**config.mk**
```make
export PLATFORM = sky130hd
export DESIGN_NAME = force_resistor_sample_converter
export DESIGN_NICKNAME = d
export VERILOG_FILES = /design/src/sv/frsc_pkg.sv /design/src/sv/frsc_acc.sv /design/src/sv/frsc_div.sv /design/src/sv/force_resistor_sample_converter.sv
export SDC_FILE = /design/constraint.sdc
export NUM_CORES = 1
export LEC_CHECK = 0
export ABC_AREA = 1
export BUFFER_PORTS_ARGS = -buffer_cell sky130_fd_sc_hd__buf_4
export CELL_PAD_IN_SITES_DETAIL_PLACEMENT = 0
export CELL_PAD_IN_SITES_GLOBAL_PLACEMENT = 1
export CORE_UTILIZATION = 49
export CTS_BUF_LIST = sky130_fd_sc_hd__clkbuf_4
export DETAILED_ROUTE_END_ITERATION = 10
export GPL_ROUTABILITY_DRIVEN = 0
export PLACE_DENSITY_LB_ADDON = 0.1
export SYNTH_ARGS = -nofsm -noshare
export SYNTH_HDL_FRONTEND = slang
export SYNTH_SLANG_ARGS = --single-unit
```
**constraint.sdc**
```tcl
create_clock -name clk -period 7 [get_ports clk]
set_input_delay 0.35 -clock clk [delete_from_list [all_inputs] [get_ports clk]]
set_output_delay 0.35 -clock clk [all_outputs]
set_load 0.05 [all_outputs]
```
**src/sv/frsc_pkg.sv**
```systemverilog
`default_nettype none

package frsc_pkg;

    localparam int RAW_W   = 13;
    localparam int VOLT_W  = 12;
    localparam int SUP_W   = 13;
    localparam int RES_W   = 20;
    localparam int WORD_W  = 32;
    localparam int BITS_W  = 4;
    localparam int ATT_W   = 2;

    // shared divider: dividend covers R * (supply - v), divisor covers resistance
    localparam int NUM_W   = 33;
    localparam int DEN_W   = 32;
    localparam int MULA_W  = 20;
    localparam int MULB_W  = 13;

    localparam int CFG_IDX_W = 3;
    localparam logic [CFG_IDX_W-1:0] REG_ADC_BITS   = 3'd0;
    localparam logic [CFG_IDX_W-1:0] REG_ATTEN_MODE = 3'd1;
    localparam logic [CFG_IDX_W-1:0] REG_SUPPLY_MV  = 3'd2;
    localparam logic [CFG_IDX_W-1:0] REG_FIXED_OHM  = 3'd3;
    localparam logic [CFG_IDX_W-1:0] REG_FORCE_GAIN = 3'd4;

    localparam logic [BITS_W-1:0] ADC_BITS_RST   = 4'd12;
    localparam logic [ATT_W-1:0]  ATTEN_RST      = 2'd3;
    localparam logic [SUP_W-1:0]  SUPPLY_RST     = 13'd3300;
    localparam logic [RES_W-1:0]  FIXED_OHM_RST  = 20'd10000;
    localparam logic [WORD_W-1:0] FORCE_GAIN_RST = 32'd327680000;

    localparam logic [WORD_W-1:0] OPEN_CIRCUIT = 32'hFFFF_FFFF;
    localparam logic [WORD_W-1:0] PRESS_LIMIT  = 32'd1000000;

    typedef struct packed {
        logic [RAW_W-1:0] raw_sample;
        logic             sample_ok;
        logic             last_sample;
    } sample_t;

    typedef struct packed {
        logic [RAW_W-1:0]  avg_raw;
        logic [VOLT_W-1:0] sense_mv;
        logic [WORD_W-1:0] resistance_ohm;
        logic [WORD_W-1:0] force_q16;
        logic              pressed;
        logic              sense_ok;
        logic              read_failed;
    } result_t;

    function automatic logic [VOLT_W-1:0] full_scale(input logic [ATT_W-1:0] mode);
        logic [VOLT_W-1:0] fs;
        unique case (mode)
            2'd0:    fs = 12'd1100;
            2'd1:    fs = 12'd1474;
            2'd2:    fs = 12'd2200;
            default: fs = 12'd3100;
        endcase
        return fs;
    endfunction

    // clamp resolution to 9..13 bits, full-scale code is 2^bits - 1
    function automatic logic [RAW_W-1:0] max_code(input logic [BITS_W-1:0] bits);
        logic [RAW_W-1:0] mc;
        priority if (bits <= 4'd9)
            mc = 13'h01FF;
        else if (bits >= 4'd13)
            mc = 13'h1FFF;
        else if (bits == 4'd10)
            mc = 13'h03FF;
        else if (bits == 4'd11)
            mc = 13'h07FF;
        else
            mc = 13'h0FFF;
        return mc;
    endfunction

endpackage

`default_nettype wire

```
**src/sv/frsc_acc.sv**
```systemverilog
`default_nettype none

module frsc_acc
    import frsc_pkg::*;
#(
    parameter int MAX_SAMPLES = 256,
    parameter int CNT_W       = $clog2(MAX_SAMPLES + 1),
    parameter int SUM_W       = RAW_W + CNT_W
)
(
    input  wire logic             clk,
    input  wire logic             rst_n,
    input  wire logic             accept,
    input  wire sample_t          word,
    output logic      [SUM_W-1:0] sum_next,
    output logic      [CNT_W-1:0] cnt_next
);

    logic [SUM_W-1:0] sum_reg;
    logic [CNT_W-1:0] cnt_reg;
    logic             take;

    // drop good samples once the burst is full
    assign take     = word.sample_ok && (cnt_reg < CNT_W'(MAX_SAMPLES));
    assign sum_next = take ? sum_reg + SUM_W'(word.raw_sample) : sum_reg;
    assign cnt_next = take ? cnt_reg + CNT_W'(1) : cnt_reg;

    always_ff @(posedge clk or negedge rst_n)
    begin
        if (!rst_n)
        begin
            sum_reg <= '0;
            cnt_reg <= '0;
        end
        else if (accept)
        begin
            if (word.last_sample)
            begin
                sum_reg <= '0;
                cnt_reg <= '0;
            end
            else
            begin
                sum_reg <= sum_next;
                cnt_reg <= cnt_next;
            end
        end
    end

endmodule

`default_nettype wire

```
**src/sv/frsc_div.sv**
```systemverilog
`default_nettype none

module frsc_div
    import frsc_pkg::*;
(
    input  wire logic             clk,
    input  wire logic             rst_n,
    input  wire logic             start,
    input  wire logic [NUM_W-1:0] dividend,
    input  wire logic [DEN_W-1:0] divisor,
    output logic                  done,
    output logic      [NUM_W-1:0] quotient
);

    localparam int CNT_W = $clog2(NUM_W + 1);

    logic [DEN_W-1:0] rem_reg, rem_next;
    logic [NUM_W-1:0] quo_reg, quo_next;
    logic [DEN_W-1:0] den_reg;
    logic [CNT_W-1:0] cnt_reg, cnt_next;
    logic             busy_reg, busy_next;
    logic             done_reg, done_next;
    logic [DEN_W:0]   trial;
    logic [DEN_W:0]   diff;
    logic             fits;

    // restoring division, one quotient bit per cycle
    assign trial = {rem_reg, quo_reg[NUM_W-1]};
    assign diff  = trial - {1'b0, den_reg};
    assign fits  = trial >= {1'b0, den_reg};

    always_comb
    begin
        rem_next  = rem_reg;
        quo_next  = quo_reg;
        cnt_next  = cnt_reg;
        busy_next = busy_reg;
        done_next = 1'b0;
        if (start)
        begin
            rem_next  = '0;
            quo_next  = dividend;
            cnt_next  = CNT_W'(NUM_W);
            busy_next = 1'b1;
        end
        else if (busy_reg)
        begin
            rem_next = fits ? diff[DEN_W-1:0] : trial[DEN_W-1:0];
            quo_next = {quo_reg[NUM_W-2:0], fits};
            cnt_next = cnt_reg - CNT_W'(1);
            if (cnt_reg == CNT_W'(1))
            begin
                busy_next = 1'b0;
                done_next = 1'b1;
            end
        end
    end

    always_ff @(posedge clk or negedge rst_n)
    begin
        if (!rst_n)
        begin
            busy_reg <= 1'b0;
            done_reg <= 1'b0;
            cnt_reg  <= '0;
        end
        else
        begin
            busy_reg <= busy_next;
            done_reg <= done_next;
            cnt_reg  <= cnt_next;
        end
    end

    always_ff @(posedge clk)
    begin
        rem_reg <= rem_next;
        quo_reg <= quo_next;
        if (start)
            den_reg <= divisor;
    end

    assign done     = done_reg;
    assign quotient = quo_reg;

endmodule

`default_nettype wire

```
**src/sv/force_resistor_sample_converter.sv**
```systemverilog
`default_nettype none

// Channel  | Valid         | Flow        | Payload
// ---------+---------------+-------------+-----------------------------
// sample   | sample_valid  | sample_stall| sample    (sample_t)
// result   | result_valid  | result_stall| result    (result_t)
// cfg      | cfg_valid     | cfg_ready   | cfg_index, cfg_data
//
// A sample that is not last feeds only the burst sum and count. A last
// sample runs up to four divisions through one shared restoring divider,
// then loads its result once the output register is free.
// sample_stall is high from a last sample until its result is loaded into
// the output register. Reset clears the burst sum and count and loads the
// register defaults; there is no clearing pass.

module force_resistor_sample_converter
    import frsc_pkg::*;
#(
    parameter int MAX_SAMPLES = 256
)
(
    input  wire logic                 clk,
    input  wire logic                 rst_n,
    input  wire logic                 sample_valid,
    output logic                      sample_stall,
    input  wire sample_t              sample,
    output logic                      result_valid,
    input  wire logic                 result_stall,
    output result_t                   result,
    input  wire logic                 cfg_valid,
    output logic                      cfg_ready,
    input  wire logic [CFG_IDX_W-1:0] cfg_index,
    input  wire logic [WORD_W-1:0]    cfg_data
);

    localparam int CNT_W = $clog2(MAX_SAMPLES + 1);
    localparam int SUM_W = RAW_W + CNT_W;

    localparam logic [3:0] S_IDLE    = 4'd0;
    localparam logic [3:0] S_DIV_AVG = 4'd1;
    localparam logic [3:0] S_MUL_V   = 4'd2;
    localparam logic [3:0] S_DIV_V   = 4'd3;
    localparam logic [3:0] S_RES     = 4'd4;
    localparam logic [3:0] S_DIV_R   = 4'd5;
    localparam logic [3:0] S_FORCE   = 4'd6;
    localparam logic [3:0] S_DIV_F   = 4'd7;
    localparam logic [3:0] S_DONE    = 4'd8;

    logic [BITS_W-1:0] adc_bits_reg;
    logic [ATT_W-1:0]  atten_reg;
    logic [SUP_W-1:0]  supply_reg;
    logic [RES_W-1:0]  fixed_ohm_reg;
    logic [WORD_W-1:0] gain_reg;

    logic [3:0]        state_reg, state_next;
    logic              accept;
    logic [SUM_W-1:0]  sum_next;
    logic [CNT_W-1:0]  cnt_next;

    logic              div_start_reg, div_start_next;
    logic [NUM_W-1:0]  div_num_reg, div_num_next;
    logic [DEN_W-1:0]  div_den_reg, div_den_next;
    logic              div_done;
    logic [NUM_W-1:0]  div_quo;

    logic [RAW_W-1:0]  avg_reg, avg_next;
    logic [VOLT_W-1:0] volt_reg, volt_next;
    logic [WORD_W-1:0] res_reg, res_next;
    logic [WORD_W-1:0] force_reg, force_next;
    logic              fail_reg, fail_next;

    logic              out_valid_reg, out_valid_next;
    result_t           out_reg;
    logic              load_out;

    logic [VOLT_W-1:0] fs;
    logic [MULA_W-1:0] mul_a;
    logic [MULB_W-1:0] mul_b;
    logic [NUM_W-1:0]  product;

    assign cfg_ready    = 1'b1;
    assign sample_stall = (state_reg != S_IDLE);
    assign accept       = sample_valid && !sample_stall;
    assign fs           = full_scale(atten_reg);

    always_ff @(posedge clk or negedge rst_n)
    begin
        if (!rst_n)
        begin
            adc_bits_reg  <= ADC_BITS_RST;
            atten_reg     <= ATTEN_RST;
            supply_reg    <= SUPPLY_RST;
            fixed_ohm_reg <= FIXED_OHM_RST;
            gain_reg      <= FORCE_GAIN_RST;
        end
        else if (cfg_valid && cfg_ready)
        begin
            unique case (cfg_index)
                REG_ADC_BITS:   adc_bits_reg  <= cfg_data[BITS_W-1:0];
                REG_ATTEN_MODE: atten_reg     <= cfg_data[ATT_W-1:0];
                REG_SUPPLY_MV:  supply_reg    <= cfg_data[SUP_W-1:0];
                REG_FIXED_OHM:  fixed_ohm_reg <= cfg_data[RES_W-1:0];
                REG_FORCE_GAIN: gain_reg      <= cfg_data;
                default:        ;
            endcase
        end
    end

    frsc_acc #(
        .MAX_SAMPLES (MAX_SAMPLES),
        .CNT_W       (CNT_W),
        .SUM_W       (SUM_W)
    ) u_acc (
        .clk      (clk),
        .rst_n    (rst_n),
        .accept   (accept),
        .word     (sample),
        .sum_next (sum_next),
        .cnt_next (cnt_next)
    );

    frsc_div u_div (
        .clk      (clk),
        .rst_n    (rst_n),
        .start    (div_start_reg),
        .dividend (div_num_reg),
        .divisor  (div_den_reg),
        .done     (div_done),
        .quotient (div_quo)
    );

    // shared multiplier: avg * full scale, then R * (supply - v)
    assign mul_a   = (state_reg == S_MUL_V) ? MULA_W'(avg_reg) : fixed_ohm_reg;
    assign mul_b   = (state_reg == S_MUL_V) ? MULB_W'(fs)
                                            : supply_reg - SUP_W'(volt_reg);
    assign product = NUM_W'(mul_a) * NUM_W'(mul_b);

    assign load_out = (state_reg == S_DONE) && (!out_valid_reg || !result_stall);

    always_comb
    begin
        state_next     = state_reg;
        div_start_next = 1'b0;
        div_num_next   = div_num_reg;
        div_den_next   = div_den_reg;
        avg_next       = avg_reg;
        volt_next      = volt_reg;
        res_next       = res_reg;
        force_next     = force_reg;
        fail_next      = fail_reg;
        unique case (state_reg)
            S_IDLE:
            begin
                if (accept && sample.last_sample)
                begin
                    avg_next   = '0;
                    volt_next  = '0;
                    res_next   = '0;
                    force_next = '0;
                    if (cnt_next == '0)
                    begin
                        fail_next  = 1'b1;
                        state_next = S_DONE;
                    end
                    else
                    begin
                        fail_next      = 1'b0;
                        div_num_next   = NUM_W'(sum_next);
                        div_den_next   = DEN_W'(cnt_next);
                        div_start_next = 1'b1;
                        state_next     = S_DIV_AVG;
                    end
                end
            end
            S_DIV_AVG:
            begin
                if (div_done)
                begin
                    avg_next   = div_quo[RAW_W-1:0];
                    state_next = S_MUL_V;
                end
            end
            S_MUL_V:
            begin
                div_num_next   = product;
                div_den_next   = DEN_W'(max_code(adc_bits_reg));
                div_start_next = 1'b1;
                state_next     = S_DIV_V;
            end
            S_DIV_V:
            begin
                if (div_done)
                begin
                    // clamp voltages above full scale
                    volt_next  = (div_quo > NUM_W'(fs)) ? fs : div_quo[VOLT_W-1:0];
                    state_next = S_RES;
                end
            end
            S_RES:
            begin
                priority if (volt_reg == '0)
                begin
                    res_next   = OPEN_CIRCUIT;
                    state_next = S_FORCE;
                end
                else if (SUP_W'(volt_reg) >= supply_reg)
                begin
                    res_next   = '0;
                    state_next = S_FORCE;
                end
                else
                begin
                    div_num_next   = product;
                    div_den_next   = DEN_W'(volt_reg);
                    div_start_next = 1'b1;
                    state_next     = S_DIV_R;
                end
            end
            S_DIV_R:
            begin
                if (div_done)
                begin
                    res_next   = div_quo[NUM_W-1] ? OPEN_CIRCUIT : div_quo[WORD_W-1:0];
                    state_next = S_FORCE;
                end
            end
            S_FORCE:
            begin
                if (res_reg == '0 || res_reg >= PRESS_LIMIT)
                begin
                    force_next = '0;
                    state_next = S_DONE;
                end
                else
                begin
                    div_num_next   = NUM_W'(gain_reg);
                    div_den_next   = res_reg;
                    div_start_next = 1'b1;
                    state_next     = S_DIV_F;
                end
            end
            S_DIV_F:
            begin
                if (div_done)
                begin
                    force_next = div_quo[WORD_W-1:0];
                    state_next = S_DONE;
                end
            end
            S_DONE:
            begin
                if (load_out)
                    state_next = S_IDLE;
            end
            default:
            begin
                state_next = S_IDLE;
            end
        endcase
    end

    always_comb
    begin
        out_valid_next = out_valid_reg;
        if (load_out)
            out_valid_next = 1'b1;
        else if (!result_stall)
            out_valid_next = 1'b0;
    end

    always_ff @(posedge clk or negedge rst_n)
    begin
        if (!rst_n)
        begin
            state_reg     <= S_IDLE;
            div_start_reg <= 1'b0;
            out_valid_reg <= 1'b0;
        end
        else
        begin
            state_reg     <= state_next;
            div_start_reg <= div_start_next;
            out_valid_reg <= out_valid_next;
        end
    end

    always_ff @(posedge clk)
    begin
        div_num_reg <= div_num_next;
        div_den_reg <= div_den_next;
        avg_reg     <= avg_next;
        volt_reg    <= volt_next;
        res_reg     <= res_next;
        force_reg   <= force_next;
        fail_reg    <= fail_next;
        if (load_out)
        begin
            out_reg.avg_raw        <= avg_reg;
            out_reg.sense_mv       <= volt_reg;
            out_reg.resistance_ohm <= res_reg;
            out_reg.force_q16      <= force_reg;
            out_reg.pressed        <= !fail_reg && (res_reg < PRESS_LIMIT);
            out_reg.sense_ok       <= (avg_reg != '0);
            out_reg.read_failed    <= fail_reg;
        end
    end

    assign result_valid = out_valid_reg;
    assign result       = out_reg;

endmodule

`default_nettype wire

```
---- Yosys cells after proc, flatten, opt, wreduce, memory -nomap -nowiden ----
Index checks and enable logic that the tools add are counted.
operators by class
  multiply operators ...................... 1
  equality and inequality tests ........... 30
  muxes and demuxes ....................... 70
  reduce and logical (&&, ||, !) cells .... 37
  add/subtract/negate cells ............... 5
  $lt $le $gt $ge ......................... 8
operators by type and width
  cell                  count
  $mux 32               13
  $mux 33               7
  $pmux 32 s3           2
  $pmux 33 s4           1
  $pmux 32 s4           1
  $mux 13               5
  $mux 12               5
  $mux 22               2
  $pmux 12 s3           1
  $pmux 4 s9            1
  $ge 33x32->1          1
  $gt 33x12->1          1
  $mul 20x13->33        1
  $ge 32x20->1 const B  1
  $logic_not 32->1      1
  $lt 32x20->1 const B  1
  $mux 4                8
  $sub 32x32->32        1
  $pmux 13 s2           1
  $pmux 12 s2           1
  $add 22x13->22        1
  $mux 20               1
  $mux 9                2
  $eq 4x3->1 const B    4
  other kinds (39)      88
word-level totals
  flip-flop bits (word level) ............. 460
  logic and storage cells ................. 181
  input port bits ......................... 55
  output and inout bits ................... 95

---- Logic depth before layout (Yosys ltp) ----
  depth after elaboration ................. 7
  depth in mapped cells ................... 35
  depth with buffers taken out ............ 34

---- Modules after synthesis ----
Synthesis repeated with hierarchy kept, for this count alone.
unflattened totals
  cell total of the unflattened synthesis .. 3868
  area, all modules ....................... 32208.4 sq um
modules (own cells, without submodules)
  module                           cells each  area an instance (sq um)  instances
  force_resistor_sample_converter  2430        22559.1                   1
  frsc_div                         1003        6929.1                    1
  frsc_acc                         435         2720.1                    1

---- Worst setup path before layout ----
Ideal clock, no wire load.
  path kind ............................... flip-flop to flip-flop
  start ................................... register volt_reg[0]
  end ..................................... register div_num_reg[17] (data pin)
  arrival time ............................ 5925 ps
  stages on the path, launching flop included .. 30
  setup slack ............................. 819 ps
  library setup time ...................... 256 ps
  path through ............................ edfxtp_1 ha_1 fa_1 o21ai_2 nand2_1 nand3_2 nand2_2 o21ai_2 nor2_1 nor2_1 nand2_1 fa_1 fa_1 inv_1 fa_1 fa_1 inv_1 fa_1 inv_1 ha_1 nand2_1 inv_1 nand2_1 nand2_1 a21oi_1 nand3_1 nand2_1 nor2_1 a21oi_1 nand2_1
on the way
  cells in the longest elaborated chain, start to end .. 6
RTL lines
  element                     line                                    RTL
  start: declaration          force_resistor_sample_converter.sv:67   logic [VOLT_W-1:0] volt_reg, volt_next;
  start signal: assignment    force_resistor_sample_converter.sv:292  volt_reg <= volt_next;
  $sub 13x12->13 *            force_resistor_sample_converter.sv:135  : supply_reg - SUP_W'(volt_reg);
  $mux 13 *                   force_resistor_sample_converter.sv:134  assign mul_b = (state_reg == S_MUL_V) ? MULB_W'(fs)
  $mul 20x13->33 *            force_resistor_sample_converter.sv:136  assign product = NUM_W'(mul_a) * NUM_W'(mul_b);
  $mux 33                     force_resistor_sample_converter.sv:206  else if (SUP_W'(volt_reg) >= supply_reg)
  $mux 33                     force_resistor_sample_converter.sv:201  priority if (volt_reg == '0)
  $pmux 33 s4 *               force_resistor_sample_converter.sv:151  unique case (state_reg)
  named net div_num_next[17]  force_resistor_sample_converter.sv:61   logic [NUM_W-1:0] div_num_reg, div_num_next;
  end signal: assignment      force_resistor_sample_converter.sv:289  div_num_reg <= div_num_next;
  end: declaration            force_resistor_sample_converter.sv:61
Mark *: on every way through the listed nets, which the timed path passes. The rest lies on a longest branch. The select of a mux whose other input is x is not followed.
A chain may end at the register's enable or synchronous reset.

---- Worst setup path in the final report ----
  start ................................... register volt_reg[3]
  end ..................................... register div_num_reg[29] (data pin)
The elaborated chain is that of the path after synthesis.

==> flow_summary.json <==
{
  "endpoint_kind": "flop",
  "setup-tns-final_ns": 0,
  "hold_viol_final": 0,
  "die_area_sq_mm": 0.06511,
  "vias_per_cell": 5.346,
  "synth.avg_cell_area_sq_um": 8.534,
  "regToRegSetupSlack_ns": 0.25,
  "worst_ep_required_time_ns": 7.64,
  "min_period_ns": 6.746,
  "drc": 0,
  "rsz0062_at_grt": "true",
  "syn-cell-area_sq_mm": 0.03141,
  "worst_slack_ns": 0.2542,
  "post-place-ws_ns": 0.008817,
  "die_y_um": 255.2,
  "cts.sinks": 460,
  "initial_core_util_pct": 49.70,
  "cts-buffers-inserted": 117,
  "slew_violations": 0,
  "startpoint_type": "flop",
  "ys_seq_area_share_pct": 41.20,
  "cts_root_buf": "clkbuf_4",
  "grt-ovfl-total": 0,
  "relSlewSlack_pct": 20.14,
  "yosys.cell_types.count": 56,
  "grt_pass1_wl_um": 146900,
  "coreArea_sq_mm": 0.06320,
  "grt_usage_pct": 30.14,
  "rows": 92,
  "multi_input_area_sq_mm": 0.01563,
  "cts_tree": "built",
  "status": "finished, final reports clean",
  "cts_buffer_depth": 3,
  "slowest_delay_ns": 0.55,
  "layout-drive-gt1-share_pct": 13.31,
  "tightest_slew_ns": 1.185,
  "fillCellCount": 5846,
  "antenna_found_initial": 5,
  "cp_max_fo": 13,
  "synth_fp_nets": 4088,
  "drt-pass1-iter-count": 6,
  "grt_max_degree": 78,
  "setup-violations-final": 0,
  "period_share_pct": 96.37,
  "area_growth_pct": 13.90,
  "clkTransAtPathRegs_ns": 0.07,
  "ys_warn_count": 0,
  "ys_ff_latch": 460,
  "critical_path_class": "reg -> reg",
  "worstPathArrival_ns": 7.39,
  "fin_area_sq_mm": 0.03577,
  "hp-class": "in -> reg",
  "clock_latency_ns": 0.93,
  "io_buffer_count": 148,
  "routed_wl_um": 96950,
  "ff_latch_area_sq_mm": 0.01294,
  "cap_violations": 0,
  "syn_inst": 3680,
  "avgRoutedWirePerCell_um": 19.72,
  "grt_pass1_vias": 25330,
  "dp.final_hpwl_um": 76110,
  "place_area_sq_mm": 0.03354,
  "fin_skew_ns": 0.09745,
  "nets": 4363,
  "max_freq_mhz": 148.2,
  "critPathSlowestCell": "fa_1",
  "pin_count": 150,
  "die_x_um": 255.2,
  "drt_iter0_markers": 2275,
  "largest_register_ffs": 92,
  "htreeDepth": 3,
  "vias": 26290,
  "drtAntennaViolNets": 0
}
synthesized netlist by cell type (all sizes together):
cell,number,area [sq um]
nand2,963,3665
inv,670,2515
nor2,346,1376
edfxtp,312,9369
o21ai,251,1279
nand3,203,1046
fa,201,4024
ha,152,1902
a21oi,121,605.6
dfrtp,96,2402
buf,50,310.3
clkbuf,42,157.7
nor3,34,170.2
dfxtp,32,640.6
nand3b,30,225.2
nand4,28,175.2
xnor2,24,225.2
dfstp,20,525.5
or2,14,90.09
mux2,12,135.1
xor2,10,87.58
nor4,8,50.05
o22ai,8,50.05
a221oi,7,61.31
o21bai,6,45.04
a22oi,5,37.54
clkinv,5,18.77
and2,4,25.02
o211ai,4,30.03
o21a,4,30.03
a21o,3,22.52
a211oi,2,15.01
a31oi,2,12.51
o221ai,2,17.52
a21boi,1,7.510
a41o,1,10.01
and3,1,6.260
conb,1,3.750
nand2b,1,6.260
nor3b,1,7.510
o2111ai,1,8.760
o31ai,1,7.510
or3,1,6.260
kinds of logic (layout without fill, tap and decap cells):
family / Yosys count / after routing / share of synthesized area [%]
mux: 12 / 12 / 0.4303
xor+xnor: 34 / 34 / 0.9960
compound gates: 419 / 419 / 7.132
fa+ha+maj: 353 / 353 / 18.87
other cells: 1 / 14 / 0.01194
buf+inv: 767 / 1144 / 9.558
simple gates: 1634 / 1635 / 21.81
flops: 460 / 460 / 41.20
metrics by stage:
step	util (%)	hold slack (ns)	std cells
after floorplan	-	0.05441	3680
after global placement	53.07	0.4016	4633
after detailed placement	53.07	0.4045	4633
after CTS	56.30	0.003134	4897
after global routing	56.59	0.008634	4914
final	56.60	0.02154	4917
layout make-up:
cell class / count / area share [%]
timing repair buffer: 247 / 5.478
clock buffer: 185 / 3.883
inverter: 675 / 7.090
tap: 846 / 2.959
sequential: 460 / 36.18
antenna: 13 / 0.09095
clock inverter: 37 / 0.6156
multi-input combinational: 2454 / 43.70
path summary, 6_finish.rpt:
check | start | endpoint | cells past startpoint
min | sample[10] | u_acc.sum_reg[8] | 6
min in group asynchronous | rst_n | fixed_ohm_reg[17] | 2
min reg2reg | div_den_reg[19] | u_div.den_reg[19] | 0
max | volt_reg[3] | div_num_reg[29] | 29
max reg2reg | volt_reg[3] | div_num_reg[29] | 29
max in group asynchronous | rst_n | supply_reg[3] | 3
layout by cell type (no fill, tap or decap), types with 28 or more instances in the layout:
cell type / count
nor2_1: 315
dfrtp_1: 95
fa_1: 200
dfxtp_1: 32
clkinv_1: 33
nand2_1: 942
dlygate4sd3_1: 42
ha_1: 151
o21ai_0: 229
edfxtp_1: 312
clkbuf_4: 185
a21oi_1: 119
inv_1: 654
nor3_1: 32
nand3_1: 194
nand4_1: 28
buf_4: 205
nand3b_1: 30
routing by layer:
layer | vias up | GRT usage (%) | routed length [um]
met5 | - | 0 | 0
met4 | 0 | 10.73 | 3112
met3 | 170 | 5.837 | 8815
met2 | 1175 | 45.07 | 42340
met1 | 12610 | 43.58 | 42690
li1 | 12330 | - | -
timing repair:
action | in CTS | in global routing
pin swaps | 0 | 3
gates resized for setup | 1 | 31
setup buffers | 0 | 6
setup endpoints to repair | 1 | 22
hold endpoints to repair | 171 | 0
cloned | 0 | 1
hold buffers | 42 | 0
worst max-delay path, delay by kind of cell, from the launching register on:
kind            cells  cell delay (ns)
flops               1             0.41
xor+xnor            1             0.17
simple gates        9             0.87
fa+ha+maj           7             3.19
compound gates      6             1.10
buf+inv             6             0.74
Power is not shown: default switching activity piles up to over one toggle a cycle in this logic, so the estimate is an artifact.
